### src/rtl/core/abrs_pkg.sv
`timescale 1ns / 1ps
// ----------------------------------------------------------------------------
// abrs_pkg: shared types and codes for adaptive bubble route selection
// Port, channel class, status and register codes plus the structs that move
// configuration and route results between modules.
// ----------------------------------------------------------------------------
package abrs_pkg;

  localparam int OffsetW  = 7;
  localparam int PortW    = 3;
  localparam int ChanW    = 4;
  localparam int StatusW  = 2;
  localparam int CfgIdxW  = 2;
  localparam int CfgDataW = 4;

  // output ports, also used as input direction codes
  localparam logic [PortW-1:0] PORT_XP    = 3'd0;
  localparam logic [PortW-1:0] PORT_XM    = 3'd1;
  localparam logic [PortW-1:0] PORT_YP    = 3'd2;
  localparam logic [PortW-1:0] PORT_YM    = 3'd3;
  localparam logic [PortW-1:0] PORT_LOCAL = 3'd4;

  // channel classes
  localparam logic [ChanW-1:0] CH_NONE  = 4'd0;
  localparam logic [ChanW-1:0] CH_ADAPT = 4'd1;
  localparam logic [ChanW-1:0] CH_DOR   = 4'd2;

  // route status
  localparam logic [StatusW-1:0] ST_GRANT = 2'd0;
  localparam logic [StatusW-1:0] ST_BLOCK = 2'd1;
  localparam logic [StatusW-1:0] ST_ERROR = 2'd2;

  // request phases
  localparam logic [1:0] PH_ADAPT_OWN   = 2'd0;
  localparam logic [1:0] PH_ADAPT_OTHER = 2'd1;
  localparam logic [1:0] PH_DOR_X       = 2'd2;
  localparam logic [1:0] PH_DOR_Y       = 2'd3;

  // configuration register indexes
  localparam logic [CfgIdxW-1:0] REG_INPUT_DIRECTION     = 2'd0;
  localparam logic [CfgIdxW-1:0] REG_INPUT_CHANNEL_CLASS = 2'd1;
  localparam logic [CfgIdxW-1:0] REG_LOCAL_PORT_COUNT    = 2'd2;

  typedef struct packed {
    logic [2:0] input_direction;
    logic [1:0] input_channel_class;
    logic [3:0] local_port_count;
  } cfg_t;

  typedef struct packed {
    logic [StatusW-1:0] route_status;
    logic [PortW-1:0]   out_port;
    logic [ChanW-1:0]   out_channel;
  } res_t;

endpackage

### src/rtl/core/abrs_if.sv
`timescale 1ns / 1ps
// ----------------------------------------------------------------------------
// abrs_if: handshake channels for route requests, results and configuration
// Each channel carries valid, ready and its payload fields.
// ----------------------------------------------------------------------------
interface abrs_req_if;
  logic              valid;
  logic              ready;
  logic signed [6:0] offset_first;
  logic signed [6:0] offset_second;
  logic              bubble_x_plus;
  logic              bubble_x_minus;
  logic              bubble_y_plus;
  logic              bubble_y_minus;

  modport source (output valid, offset_first, offset_second, bubble_x_plus,
                  bubble_x_minus, bubble_y_plus, bubble_y_minus, input ready);
  modport sink   (input valid, offset_first, offset_second, bubble_x_plus,
                  bubble_x_minus, bubble_y_plus, bubble_y_minus, output ready);
endinterface

interface abrs_res_if;
  logic       valid;
  logic       ready;
  logic [1:0] route_status;
  logic [2:0] out_port;
  logic [3:0] out_channel;

  modport source (output valid, route_status, out_port, out_channel, input ready);
  modport sink   (input valid, route_status, out_port, out_channel, output ready);
endinterface

interface abrs_cfg_if;
  logic       valid;
  logic       ready;
  logic [1:0] index;
  logic [3:0] data;

  modport source (output valid, index, data, input ready);
  modport sink   (input valid, index, data, output ready);
endinterface

### src/rtl/core/abrs_cfg_regs.sv
`timescale 1ns / 1ps
// ----------------------------------------------------------------------------
// abrs_cfg_regs: configuration register file
// Takes register writes from the configuration channel, one per cycle.
// ----------------------------------------------------------------------------
module abrs_cfg_regs
  import abrs_pkg::*;
(
  input  logic clk,
  input  logic rst_n,
  abrs_cfg_if.sink cfg_if,
  output cfg_t cfg
);

  cfg_t cfg_r;

  assign cfg_if.ready = 1'b1;
  assign cfg          = cfg_r;

  always_ff @(posedge clk) begin
    if (!rst_n) begin
      cfg_r.input_direction     <= PORT_LOCAL;
      cfg_r.input_channel_class <= 2'(CH_ADAPT);
      cfg_r.local_port_count    <= 4'd1;
    end else if (cfg_if.valid) begin
      // writes beyond the register list drop silently
      case (cfg_if.index)
        REG_INPUT_DIRECTION:     cfg_r.input_direction     <= cfg_if.data[2:0];
        REG_INPUT_CHANNEL_CLASS: cfg_r.input_channel_class <= cfg_if.data[1:0];
        REG_LOCAL_PORT_COUNT:    cfg_r.local_port_count    <= cfg_if.data;
        default: ;
      endcase
    end
  end

endmodule

### src/rtl/core/abrs_route_calc.sv
`timescale 1ns / 1ps
// ----------------------------------------------------------------------------
// abrs_route_calc: single-pass route decision
// Picks the first firing try from the current phase, applies the bubble check
// and computes the next phase and local consumer counter.
// ----------------------------------------------------------------------------
module abrs_route_calc
  import abrs_pkg::*;
#(
  parameter int MAX_LOCAL_PORTS = 8
) (
  input  cfg_t              cfg,
  input  logic [1:0]        phase,
  input  logic [3:0]        lp_cnt,
  input  logic signed [6:0] offset_first,
  input  logic signed [6:0] offset_second,
  input  logic [3:0]        bubble,      // {y-, y+, x-, x+}
  output res_t              res,
  output logic [1:0]        phase_nxt,
  output logic [3:0]        lp_cnt_nxt
);

  localparam logic [3:0] MaxLp = 4'(MAX_LOCAL_PORTS);

  logic       done0, done1, big0, big1;
  logic       xside, yside, dir_ok, dor_class;
  logic [3:0] fire;

  function automatic logic is_big(input logic signed [6:0] v);
    is_big = !(v == 7'sd0 || v == 7'sd1 || v == -7'sd1);
  endfunction

  assign done0     = (offset_first == 7'sd1) || (offset_first == -7'sd1);
  assign done1     = (offset_second == 7'sd1) || (offset_second == -7'sd1);
  assign big0      = is_big(offset_first);
  assign big1      = is_big(offset_second);
  assign xside     = (cfg.input_direction <= PORT_XM) || (cfg.input_direction == PORT_LOCAL);
  assign yside     = (cfg.input_direction == PORT_YP) || (cfg.input_direction == PORT_YM);
  assign dir_ok    = (cfg.input_direction <= PORT_LOCAL);
  assign dor_class = (cfg.input_direction != PORT_LOCAL) &&
                     (cfg.input_channel_class != 2'(CH_ADAPT));

  assign fire[PH_ADAPT_OWN]   = xside ? big0 : big1;
  assign fire[PH_ADAPT_OTHER] = yside ? big0 : big1;
  assign fire[PH_DOR_X]       = big0;
  assign fire[PH_DOR_Y]       = big1;

  always_comb begin
    logic [1:0]        k;
    logic [1:0]        sel;
    logic              found;
    logic signed [6:0] d;
    logic              pos;
    logic [PortW-1:0]  nd;
    logic [3:0]        lp;
    logic [3:0]        base;

    sel   = phase;
    found = 1'b0;
    for (int i = 0; i < 4; i++) begin
      k = phase + 2'(i);
      if (!found && fire[k]) begin
        found = 1'b1;
        sel   = k;
      end
    end

    case (sel)
      PH_ADAPT_OWN:   d = xside ? offset_first : offset_second;
      PH_ADAPT_OTHER: d = yside ? offset_first : offset_second;
      PH_DOR_X:       d = offset_first;
      default:        d = offset_second;
    endcase
    pos = !d[6];   // d is nonzero once the try fires

    res        = '{route_status: ST_ERROR, out_port: PORT_XP, out_channel: CH_NONE};
    phase_nxt  = phase;
    lp_cnt_nxt = lp_cnt;

    lp   = (cfg.local_port_count > MaxLp) ? MaxLp : cfg.local_port_count;
    base = (lp_cnt >= lp) ? 4'd0 : lp_cnt;
    nd   = PORT_XP;

    if (done0 && done1) begin
      lp_cnt_nxt = base + 4'd1;
      res = '{route_status: ST_GRANT, out_port: PORT_LOCAL, out_channel: base + 4'd1};
    end else if (dir_ok && found) begin
      case (sel)
        PH_ADAPT_OWN: begin
          phase_nxt       = PH_ADAPT_OTHER;
          res.route_status = ST_GRANT;
          res.out_channel  = CH_ADAPT;
          if (cfg.input_direction != PORT_LOCAL) begin
            res.out_port = cfg.input_direction;
          end else begin
            res.out_port = pos ? PORT_XP : PORT_XM;
          end
        end
        PH_ADAPT_OTHER: begin
          phase_nxt        = PH_DOR_X;
          res.route_status = ST_GRANT;
          res.out_channel  = CH_ADAPT;
          if (yside) begin
            res.out_port = pos ? PORT_XP : PORT_XM;
          end else begin
            res.out_port = pos ? PORT_YP : PORT_YM;
          end
        end
        default: begin
          phase_nxt = PH_ADAPT_OWN;
          if (sel == PH_DOR_X) begin
            nd = pos ? PORT_XP : PORT_XM;
          end else begin
            nd = pos ? PORT_YP : PORT_YM;
          end
          if (dor_class && cfg.input_direction == nd) begin
            res = '{route_status: ST_GRANT, out_port: nd, out_channel: CH_DOR};
          end else if (dor_class && nd <= PORT_XM) begin
            res = '{route_status: ST_ERROR, out_port: PORT_XP, out_channel: CH_NONE};
          end else begin
            res = '{route_status: bubble[nd[1:0]] ? ST_GRANT : ST_BLOCK,
                    out_port: nd, out_channel: CH_DOR};
          end
        end
      endcase
    end
  end

endmodule

### src/rtl/core/adaptive_bubble_route_select.sv
// A result appears in the output register in the cycle after its request transfers.
// Throughput: one request per cycle while the sink is ready; the phase and local counter
//   update in the same cycle, so each decision sees the state left by the one before it.
// Reset: synchronous active-low rst_n clears the phase to the first adaptive try,
//   the local counter to zero, the output valid, and restores configuration defaults.
`timescale 1ns / 1ps
// ----------------------------------------------------------------------------
// adaptive_bubble_route_select: route selection for one torus router input
// Registered single-pass decision between the request channel and a result
// register that also acts as the output skid stage.
// ----------------------------------------------------------------------------
module adaptive_bubble_route_select
  import abrs_pkg::*;
#(
  parameter int MAX_LOCAL_PORTS = 8
) (
  input  logic clk,
  input  logic rst_n,
  abrs_req_if.sink   in_if,
  abrs_res_if.source out_if,
  abrs_cfg_if.sink   cfg_if
);

  cfg_t       cfg;
  res_t       res, out_res_r;
  logic       out_valid_r;
  logic [1:0] phase_r, phase_nxt;
  logic [3:0] lp_cnt_r, lp_cnt_nxt;
  logic       in_fire;

  // Config registers: own block. The user must send writes only while idle; not enforced.
  abrs_cfg_regs u_cfg (
    .clk    (clk),
    .rst_n  (rst_n),
    .cfg_if (cfg_if),
    .cfg    (cfg)
  );

  // Whole decision for one request: try selection, bubble check, next state.
  abrs_route_calc #(
    .MAX_LOCAL_PORTS (MAX_LOCAL_PORTS)
  ) u_calc (
    .cfg           (cfg),
    .phase         (phase_r),
    .lp_cnt        (lp_cnt_r),
    .offset_first  (in_if.offset_first),
    .offset_second (in_if.offset_second),
    .bubble        ({in_if.bubble_y_minus, in_if.bubble_y_plus,
                     in_if.bubble_x_minus, in_if.bubble_x_plus}),
    .res           (res),
    .phase_nxt     (phase_nxt),
    .lp_cnt_nxt    (lp_cnt_nxt)
  );

  // Accept a new request whenever the result register is empty or drains this cycle.
  assign in_if.ready = !out_valid_r || out_if.ready;
  assign in_fire     = in_if.valid && in_if.ready;

  assign out_if.valid        = out_valid_r;
  assign out_if.route_status = out_res_r.route_status;
  assign out_if.out_port     = out_res_r.out_port;
  assign out_if.out_channel  = out_res_r.out_channel;

  // Control state: advance phase and counter only on a request transfer.
  always_ff @(posedge clk) begin
    if (!rst_n) begin
      phase_r     <= PH_ADAPT_OWN;
      lp_cnt_r    <= 4'd0;
      out_valid_r <= 1'b0;
    end else begin
      if (in_fire) begin
        phase_r     <= phase_nxt;
        lp_cnt_r    <= lp_cnt_nxt;
        out_valid_r <= 1'b1;
      end else if (out_if.ready) begin
        out_valid_r <= 1'b0;
      end
    end
  end

  // Result payload: load on transfer, hold while stalled.
  always_ff @(posedge clk) begin
    if (in_fire) begin
      out_res_r <= res;
    end
  end

  // A pending result never blocks intake when the sink takes it.
  a_ready_when_drain: assert property (@(posedge clk) disable iff (!rst_n)
    (!out_valid_r || out_if.ready) |-> in_if.ready)
    else $error("request channel stalled while result register drains");

  // Errors carry port X+ and channel zero.
  a_error_payload: assert property (@(posedge clk) disable iff (!rst_n)
    (out_valid_r && out_res_r.route_status == ST_ERROR) |->
      (out_res_r.out_port == PORT_XP && out_res_r.out_channel == CH_NONE))
    else $error("routing error with nonzero port or channel");

  // Local grants hand out a consumer within 1..MAX_LOCAL_PORTS.
  a_local_range: assert property (@(posedge clk) disable iff (!rst_n)
    (out_valid_r && out_res_r.out_port == PORT_LOCAL) |->
      (out_res_r.out_channel != 4'd0 && out_res_r.out_channel <= 4'(MAX_LOCAL_PORTS)))
    else $error("local consumer number out of range");

  // A dimension-order result restarts the tries at the first adaptive phase.
  a_dor_restart: assert property (@(posedge clk) disable iff (!rst_n)
    (in_fire && res.out_port != PORT_LOCAL && res.out_channel == CH_DOR) |=>
      (phase_r == PH_ADAPT_OWN))
    else $error("phase not restarted after dimension-order try");

  // The local counter moves only on a request transfer.
  a_counter_hold: assert property (@(posedge clk) disable iff (!rst_n)
    !in_fire |=> $stable(lp_cnt_r))
    else $error("local counter changed without a request transfer");

endmodule

### src/flat_wrapper.sv
// flat-port wrapper written by rule: the top's interface ports become plain ports
module adaptive_bubble_route_select_flat import abrs_pkg::*;
#(
  parameter int MAX_LOCAL_PORTS = 8
)
  (clk, rst_n, in_if_valid, in_if_offset_first, in_if_offset_second, in_if_bubble_x_plus, in_if_bubble_x_minus, in_if_bubble_y_plus, in_if_bubble_y_minus, in_if_ready, out_if_valid, out_if_route_status, out_if_out_port, out_if_out_channel, out_if_ready, cfg_if_valid, cfg_if_index, cfg_if_data, cfg_if_ready);
  abrs_req_if in_if_i ();
  abrs_res_if out_if_i ();
  abrs_cfg_if cfg_if_i ();
  input  logic clk;
  input  logic rst_n;
  input wire logic [$bits(in_if_i.valid)-1:0] in_if_valid;
  input wire logic [$bits(in_if_i.offset_first)-1:0] in_if_offset_first;
  input wire logic [$bits(in_if_i.offset_second)-1:0] in_if_offset_second;
  input wire logic [$bits(in_if_i.bubble_x_plus)-1:0] in_if_bubble_x_plus;
  input wire logic [$bits(in_if_i.bubble_x_minus)-1:0] in_if_bubble_x_minus;
  input wire logic [$bits(in_if_i.bubble_y_plus)-1:0] in_if_bubble_y_plus;
  input wire logic [$bits(in_if_i.bubble_y_minus)-1:0] in_if_bubble_y_minus;
  output wire logic [$bits(in_if_i.ready)-1:0] in_if_ready;
  output wire logic [$bits(out_if_i.valid)-1:0] out_if_valid;
  output wire logic [$bits(out_if_i.route_status)-1:0] out_if_route_status;
  output wire logic [$bits(out_if_i.out_port)-1:0] out_if_out_port;
  output wire logic [$bits(out_if_i.out_channel)-1:0] out_if_out_channel;
  input wire logic [$bits(out_if_i.ready)-1:0] out_if_ready;
  input wire logic [$bits(cfg_if_i.valid)-1:0] cfg_if_valid;
  input wire logic [$bits(cfg_if_i.index)-1:0] cfg_if_index;
  input wire logic [$bits(cfg_if_i.data)-1:0] cfg_if_data;
  output wire logic [$bits(cfg_if_i.ready)-1:0] cfg_if_ready;
  assign in_if_i.valid = in_if_valid;
  assign in_if_i.offset_first = in_if_offset_first;
  assign in_if_i.offset_second = in_if_offset_second;
  assign in_if_i.bubble_x_plus = in_if_bubble_x_plus;
  assign in_if_i.bubble_x_minus = in_if_bubble_x_minus;
  assign in_if_i.bubble_y_plus = in_if_bubble_y_plus;
  assign in_if_i.bubble_y_minus = in_if_bubble_y_minus;
  assign in_if_ready = in_if_i.ready;
  assign out_if_valid = out_if_i.valid;
  assign out_if_route_status = out_if_i.route_status;
  assign out_if_out_port = out_if_i.out_port;
  assign out_if_out_channel = out_if_i.out_channel;
  assign out_if_i.ready = out_if_ready;
  assign cfg_if_i.valid = cfg_if_valid;
  assign cfg_if_i.index = cfg_if_index;
  assign cfg_if_i.data = cfg_if_data;
  assign cfg_if_ready = cfg_if_i.ready;
  adaptive_bubble_route_select #(.MAX_LOCAL_PORTS(MAX_LOCAL_PORTS)) u_core (.clk(clk), .rst_n(rst_n), .in_if(in_if_i), .out_if(out_if_i), .cfg_if(cfg_if_i));
endmodule
### config.mk
export PLATFORM = sky130hd
export DESIGN_NAME = adaptive_bubble_route_select_flat
export DESIGN_NICKNAME = d
export VERILOG_FILES = /design/src/rtl/core/abrs_pkg.sv /design/src/rtl/core/abrs_if.sv /design/src/rtl/core/abrs_cfg_regs.sv /design/src/rtl/core/abrs_route_calc.sv /design/src/rtl/core/adaptive_bubble_route_select.sv /design/src/flat_wrapper.sv
export SDC_FILE = /design/constraint.sdc
export NUM_CORES = 1
export LEC_CHECK = 0
export BUFFER_PORTS_ARGS = -buffer_cell sky130_fd_sc_hd__buf_2
export CAP_MARGIN = 5
export CORE_ASPECT_RATIO = 0.7
export CORE_MARGIN = 1
export CORE_UTILIZATION = 57
export CTS_CLUSTER_SIZE = 20
export DETAILED_ROUTE_END_ITERATION = 6
export PLACE_DENSITY = 0.82
export RECOVER_POWER = 50
export SLEW_MARGIN = 20
export SYNTH_ARGS = -nofsm -noshare
export SYNTH_HDL_FRONTEND = slang
export SYNTH_SLANG_ARGS = --single-unit
### constraint.sdc
create_clock -name clk -period 6.5 [get_ports clk]
set_input_delay 1.3 -clock clk [delete_from_list [all_inputs] [get_ports clk]]
set_output_delay 1.3 -clock clk [all_outputs]
set_load 0.1 [all_outputs]
== Yosys cells after proc, flatten, opt, wreduce, memory -nomap -nowiden ==
Index checks and enable logic that the tools add are counted.
Cells by class
  add/sub/neg operators: 4
  magnitude comparators: 10
  equal/unequal tests: 14
  multiplexer cells: 41
  bitwise logic cells: 2
  reduce and logical (&&, ||, !) cells: 36
Operators with widths (count)
  2-to-1 mux 9 bit: 3
  one-hot mux 7 bit (3 select lines): 1
  one-hot mux 9 bit (2 select lines): 1
  2-to-1 mux 1 bit: 16
  less-than comparator 2 x 3 -> 1 bit, second input constant: 5
  == test 7 x 1 -> 1 bit, second input constant: 2
  == test 7 x 2 -> 1 bit, second input constant: 2
  logical NOT 7 bit: 2
  2-to-1 mux 7 bit: 2
  2-to-1 mux 3 bit: 4
  2-to-1 mux 4 bit: 3
  binary-select mux 1 bit (select 2 bit): 5
  2-to-1 mux 2 bit: 5
  logical AND 1 bit: 9
  logical OR 1 bit: 9
  AND reduction 2 bit: 4
  == test 3 x 2 -> 1 bit, second input constant: 2
  <= comparator 3 x 1 -> 1 bit, second input constant: 2
  logical NOT 1 bit: 6
  adder 2 bit, second input constant: 2
  adder 4 x 1 -> 4 bit, second input constant: 1
  == test 2 x 1 -> 1 bit, second input constant: 2
  == test 2 bit, second input constant: 2
  >= comparator 4 bit: 1
  other kinds (13): 16
Word-level totals
  register bits after elaboration: 25
  input port bits: 29

== Logic depth before layout (Yosys ltp) ==
  depth after elaboration: 32
  mapped depth: 11

== Hierarchy ==
Synthesis repeated with hierarchy kept, for this count alone.
Unflattened totals
  cells, all modules: 207
  area total of the unflattened synthesis: 1830.5 µm²
Modules (own cells, without submodules)
  abrs_route_calc: times used 1, cells an instance 128, area each 872.1 µm²
  adaptive_bubble_route_select: times used 1, cells an instance 40, area each 565.5 µm²
  abrs_cfg_regs: times used 1, cells an instance 39, area each 392.9 µm²

== Worst setup path before layout ==
No wires, ideal clock.
  path type: input to register
  start point: in in_if_offset_second[1]
  end point: reg u_core.out_res_r (netlist bit u_core.out_if.route_status[0]) (data pin)
  setup time: 184 ps
  arrival time: 3736 ps
  required time: 6316 ps
  setup slack: 2580 ps
  stages on the path: 9
  path buffers: 0
  cell sequence: or4_4 -> o22a_4 -> o31a_1 -> a311oi_2 -> a2bb2oi_1 -> o2bb2ai_1 -> nor2_4 -> mux2_4 -> a2111oi_4
Between the ends
  longest elaborated chain between the ends: 30
  elaborated cells on any way between the ends: 54
  those cells by class: 1 x order compare; 5 x eq/ne; 30 x mux; 1 x bitwise; 17 x reduce/logical
Ends and longest elaborated chain
  start: declaration: RTL line flat_wrapper.sv:14  | input wire logic [$bits(in_if_i.offset_second)-1:0] in_if_offset_second;
  == test 7 x 2 -> 1 bit / logical NOT 7 bit (equally long branches): RTL line abrs_route_calc.sv:30, abrs_route_calc.sv:34
  logical OR 1 bit (2 in series): RTL line abrs_route_calc.sv:30  | is_big = !(v == 7'sd0 || v == 7'sd1 || v == -7'sd1);
  logical NOT 1 bit: RTL line abrs_route_calc.sv:30
  2-to-1 mux 1 bit (on tied branches): RTL line abrs_route_calc.sv:43, abrs_route_calc.sv:44
  binary-select mux 1 bit (select 2 bit): RTL line abrs_route_calc.sv:62  | if (!found && fire[k]) begin
  2-to-1 mux 1 bit (not written as such): RTL line abrs_route_calc.sv:62
  2-to-1 mux 1 bit: RTL line abrs_route_calc.sv:62
  logical NOT 1 bit: RTL line abrs_route_calc.sv:62
  [13 not listed]
  2-to-1 mux 3 bit: RTL line abrs_route_calc.sv:87  | end else if (dir_ok && found) begin
  2-to-1 mux 3 bit: RTL line abrs_route_calc.sv:84  | if (done0 && done1) begin
  binary-select mux 1 bit (select 2 bit): RTL line abrs_route_calc.sv:121  | res = '{route_status: bubble[nd[1:0]] ? ST_GRANT : ST_BLOCK,
  2-to-1 mux 1 bit (not written as such): RTL line abrs_route_calc.sv:121
  2-to-1 mux 1 bit: RTL line abrs_route_calc.sv:121
  2-to-1 mux 9 bit: RTL line abrs_route_calc.sv:118  | end else if (dor_class && nd <= PORT_XM) begin
  2-to-1 mux 9 bit: RTL line abrs_route_calc.sv:116  | if (dor_class && cfg.input_direction == nd) begin
  one-hot mux 9 bit (2 select lines): RTL line abrs_route_calc.sv:88  | case (sel)
  end signal: assignment: RTL line adaptive_bubble_route_select.sv:84  | out_res_r <= res;
  end: declaration: RTL line adaptive_bubble_route_select.sv:25  | res_t res, out_res_r;
Several ways; a longest one is shown, not always the timed one. The select of a mux whose other input is x is not followed.
A chain may end at the register's enable or synchronous reset.

== Worst setup path in the final report ==
Ends and elaborated chain as after synthesis.

==> flow_metrics.env <==
export IMPL_die_w_um=67.7
export IMPL_drt_iter0_drc=108
export IMPL_powerDensity_nw_per_um2=195
export IMPL_yosys_warnings=0
export IMPL_fmax_mhz=252
export IMPL_cp_arrival_ns=4.05
export IMPL_start_kind="input pin"
export IMPL_postSynth_asyncResetShare=0
export IMPL_drive_above_1_share=0.229
export IMPL_criticalPathCategory="input pin to flop"
export IMPL_cts_root_buf="clkbuf_8"
export IMPL_synth_top_cells_by_count="nand2_1, dfxtp_1, nor2b_1"
export IMPL_hold_viol_final=0
export IMPL_slew_headroom=0.225
export IMPL_status="completed"
export IMPL_hold_path_class="flop to flop"
export IMPL_cp_data_required_time_ns=6.59
export IMPL_endpoint="u_core.out_if.route_status[0]"
export IMPL_port_buffers=39
export IMPL_cts_resized_gates=0
export IMPL_maxSlewViolCount=0
export IMPL_ys_types=54
export IMPL_worst_slew_pin_slew_ns=1.17
export IMPL_synth_compound_area_frac=0.231
export IMPL_vias_per_cell=5.92
export IMPL_synth_nets=221
export IMPL_antenna_found_initial=0
export IMPL_grt_overflow=0
export IMPL_synth_flop_cell="dfxtp_1"
export IMPL_fin_skew_ns=0.00212
export IMPL_first_global_vias=1279
export IMPL_min_from="u_core.u_cfg.cfg[0]"
export IMPL_reg2regPathDepth=9
export IMPL_ir_worst_vdd_mv=0.124
export IMPL_maxCapViolCount=0
export IMPL_synthSimpleGateAreaFrac=0.251
export IMPL_synthMuxAreaShare=0.0849
export IMPL_synth_top_family_by_area="simple AND/OR/NAND/NOR gates"
export IMPL_reg2reg_slack_ns=3.66
export IMPL_postCtsHoldBufs=0
export IMPL_synth_area_top_cells="dfxtp_1, edfxtp_1, mux2i_1"
export IMPL_die_h_um=48.0
export IMPL_clkTransAtPathRegs_ns=0.08
export IMPL_numCtsBuffers=3
export IMPL_synthToLayoutAreaGrowth_pct=14.3
export IMPL_startpoint="in_if_offset_second[1]"
export IMPL_start_util=0.607
export IMPL_synthAdderAreaFrac=0.0363
export IMPL_syn_area_um2=1720
export IMPL_drtAntennaViolNets=0
export IMPL_htree_levels=1
export IMPL_core_area_um2=2840
export IMPL_detail_route_wl_per_cell_um=14.5
export IMPL_hold_slack_ns=0.483
export IMPL_yosysMostFrequentCell="nand2_1"
export IMPL_yosysTopAreaCell="dfxtp_1"
export IMPL_drc=0
export IMPL_cts_tree="yes"
export IMPL_synthXorXnorAreaFrac=0.0203
export IMPL_postSynthAreaPerCell_um2=9.22
export IMPL_yosysSeqAreaShare=0.343
export IMPL_grt_max_degree=17
export IMPL_setup_violations=0
export IMPL_post_route_min_period_ns=3.96
export IMPL_critical_path_endpoint_type="flop"
export IMPL_synth_seq_cells=25
export IMPL_reg2reg_to="u_core.out_if.route_status[0]"
export IMPL_dp_hpwl_mm=2.86
export IMPL_netlist_instances=187
export IMPL_vias=1532
export IMPL_p_leak_nw=0.830
export IMPL_clk_latency_ns=0.27
export IMPL_synth_edf_count=9
export IMPL_n_antenna_cell=0
export IMPL_clock_sinks=25
export IMPL_gp_congestion=0.940
export IMPL_fill_cells=233
export IMPL_setup_tns_ns=0
export IMPL_grt_pass1_wl_mm=5.73
export IMPL_fin_util=0.693
export IMPL_timing_critical_path_fanout_max=8
export IMPL_grt_setup_unrepaired="no"
export IMPL_finalCritPeriodShare=0.609
export IMPL_fp_dieArea_um2=3250
export IMPL_post_cts_setup_buffer_count=0
export IMPL_yosys_area_top_type_share=0.186
export IMPL_rows=16
export IMPL_routed_wl_mm=3.75
export IMPL_track_usage=0.244
export IMPL_firstDrtPassIters=4
export IMPL_pin_count=41
export IMPL_cts_buffer_depth=2
export IMPL_fin_nets=258
export IMPL_r2r_start="u_core.u_cfg.cfg[8]"
[cells in the final DEF, fill, tap and decap left out, drive strengths merged, types with 2 or more instances in the layout]
| master | netlist | routed |
|---|---|---|
| xor2 | 3 | 3 |
| a221oi | 2 | 2 |
| edfxtp | 9 | 9 |
| o211a | 3 | 3 |
| o22a | 2 | 2 |
| and2 | 2 | 2 |
| dfxtp | 16 | 16 |
| inv | 6 | 6 |
| o21ai | 10 | 10 |
| nand4 | 2 | 2 |
| nor2 | 11 | 11 |
| nor2b | 13 | 13 |
| a31oi | 5 | 5 |
| a21boi | 2 | 2 |
| mux2i | 12 | 12 |
| clkbuf | 4 | 10 |
| o22ai | 4 | 4 |
| nand3b | 2 | 2 |
| or2 | 3 | 3 |
| a21o | 4 | 4 |
| ha | 5 | 5 |
| buf | 3 | 33 |
| or4 | 2 | 2 |
| nand2 | 22 | 22 |
| o31ai | 2 | 2 |
| a21oi | 2 | 2 |
| nor3 | 5 | 5 |
| mux2 | 2 | 2 |
| nand3 | 5 | 5 |
| nor3b | 2 | 2 |
| nand2b | 7 | 7 |
[flip-flops by register name, summed over array words and instances, names as in the netlist]
name	cells
u_core.u_cfg.cfg	9
u_core.lp_cnt_r	4
u_core.out_if.out_channel	4
u_core.out_if.out_port	3
u_core.out_if.route_status	2
u_core.phase_r	2
u_core.out_if.valid	1
[cells by family (layout without fill, tap and decap cells)]
| family | count (synthesis) | count (layout) |
|---|---|---|
| AO/OA/AOI/OAI | 45 | 45 |
| XOR/XNOR | 4 | 4 |
| adder cells (fa/ha/maj) | 5 | 5 |
| buffers and inverters | 13 | 49 |
| flip-flops | 25 | 25 |
| multiplexers | 14 | 14 |
| other | 1 | 1 |
| AND/OR/NAND/NOR | 80 | 80 |
[critical path, stage by stage]
cell and delay (ns):
buf_2 0.11, or4_4 0.54, o22a_4 0.24, o31a_1 0.31, a311oi_2 0.38, a2bb2oi_1 0.21, o2bb2ai_1 0.14, nor2_4 0.16
mux2_4 0.33, a2111oi_4 0.33
[layer usage]
metal  global-route usage  routed length [µm]  vias up
met5                    0                   0        -
met2                0.368                1620       64
li1                     -                   -      760
met3               0.0786                 286        9
met1                0.325                1780      699
met4               0.0979                  67        0
[cell type report]
cell class,instances,area (µm²),share of cell area
clock buffers,4,45.0,0.0229
inverters,6,22.5,0.0114
multi-input cells,149,1080,0.548
flip-flops and latches,25,591,0.300
well taps,36,45.0,0.0229
repair buffers,39,188,0.0952
[worst min path at each step]
stage / endpoint / slack, ns / cells past startpoint
after floorplan: u_core.u_cfg.cfg[0] / 0.44 / 2
final: u_core.u_cfg.cfg[0] / 0.48 / 2
after global placement: u_core.u_cfg.cfg[4] / 0.45 / 2
after global routing: u_core.u_cfg.cfg[4] / 0.53 / 2
after CTS: u_core.u_cfg.cfg[0] / 0.49 / 2
after detailed placement: u_core.u_cfg.cfg[0] / 0.47 / 2
[through the flow]
step	cells	power (W)	instance area [µm²]	setup slack (ns)
floorplan	187	0.000270	1720	2.58
global placement	255	0.000291	1930	2.38
detailed placement	255	0.000294	1930	2.30
CTS	259	0.000385	1980	2.58
global route	259	0.000401	1970	2.39
finish	259	0.000384	1970	2.54
[report_power, final]
group | switching, W | total, W | internal [W]
combinational | 0.0000794 | 0.000115 | 0.0000354
clock | 0.0000485 | 0.0000924 | 0.0000439
sequential | 0.00000576 | 0.000177 | 0.000171
total | 0.000134 | 0.000384 | 0.000250
Power figures use the tool's default switching activity.
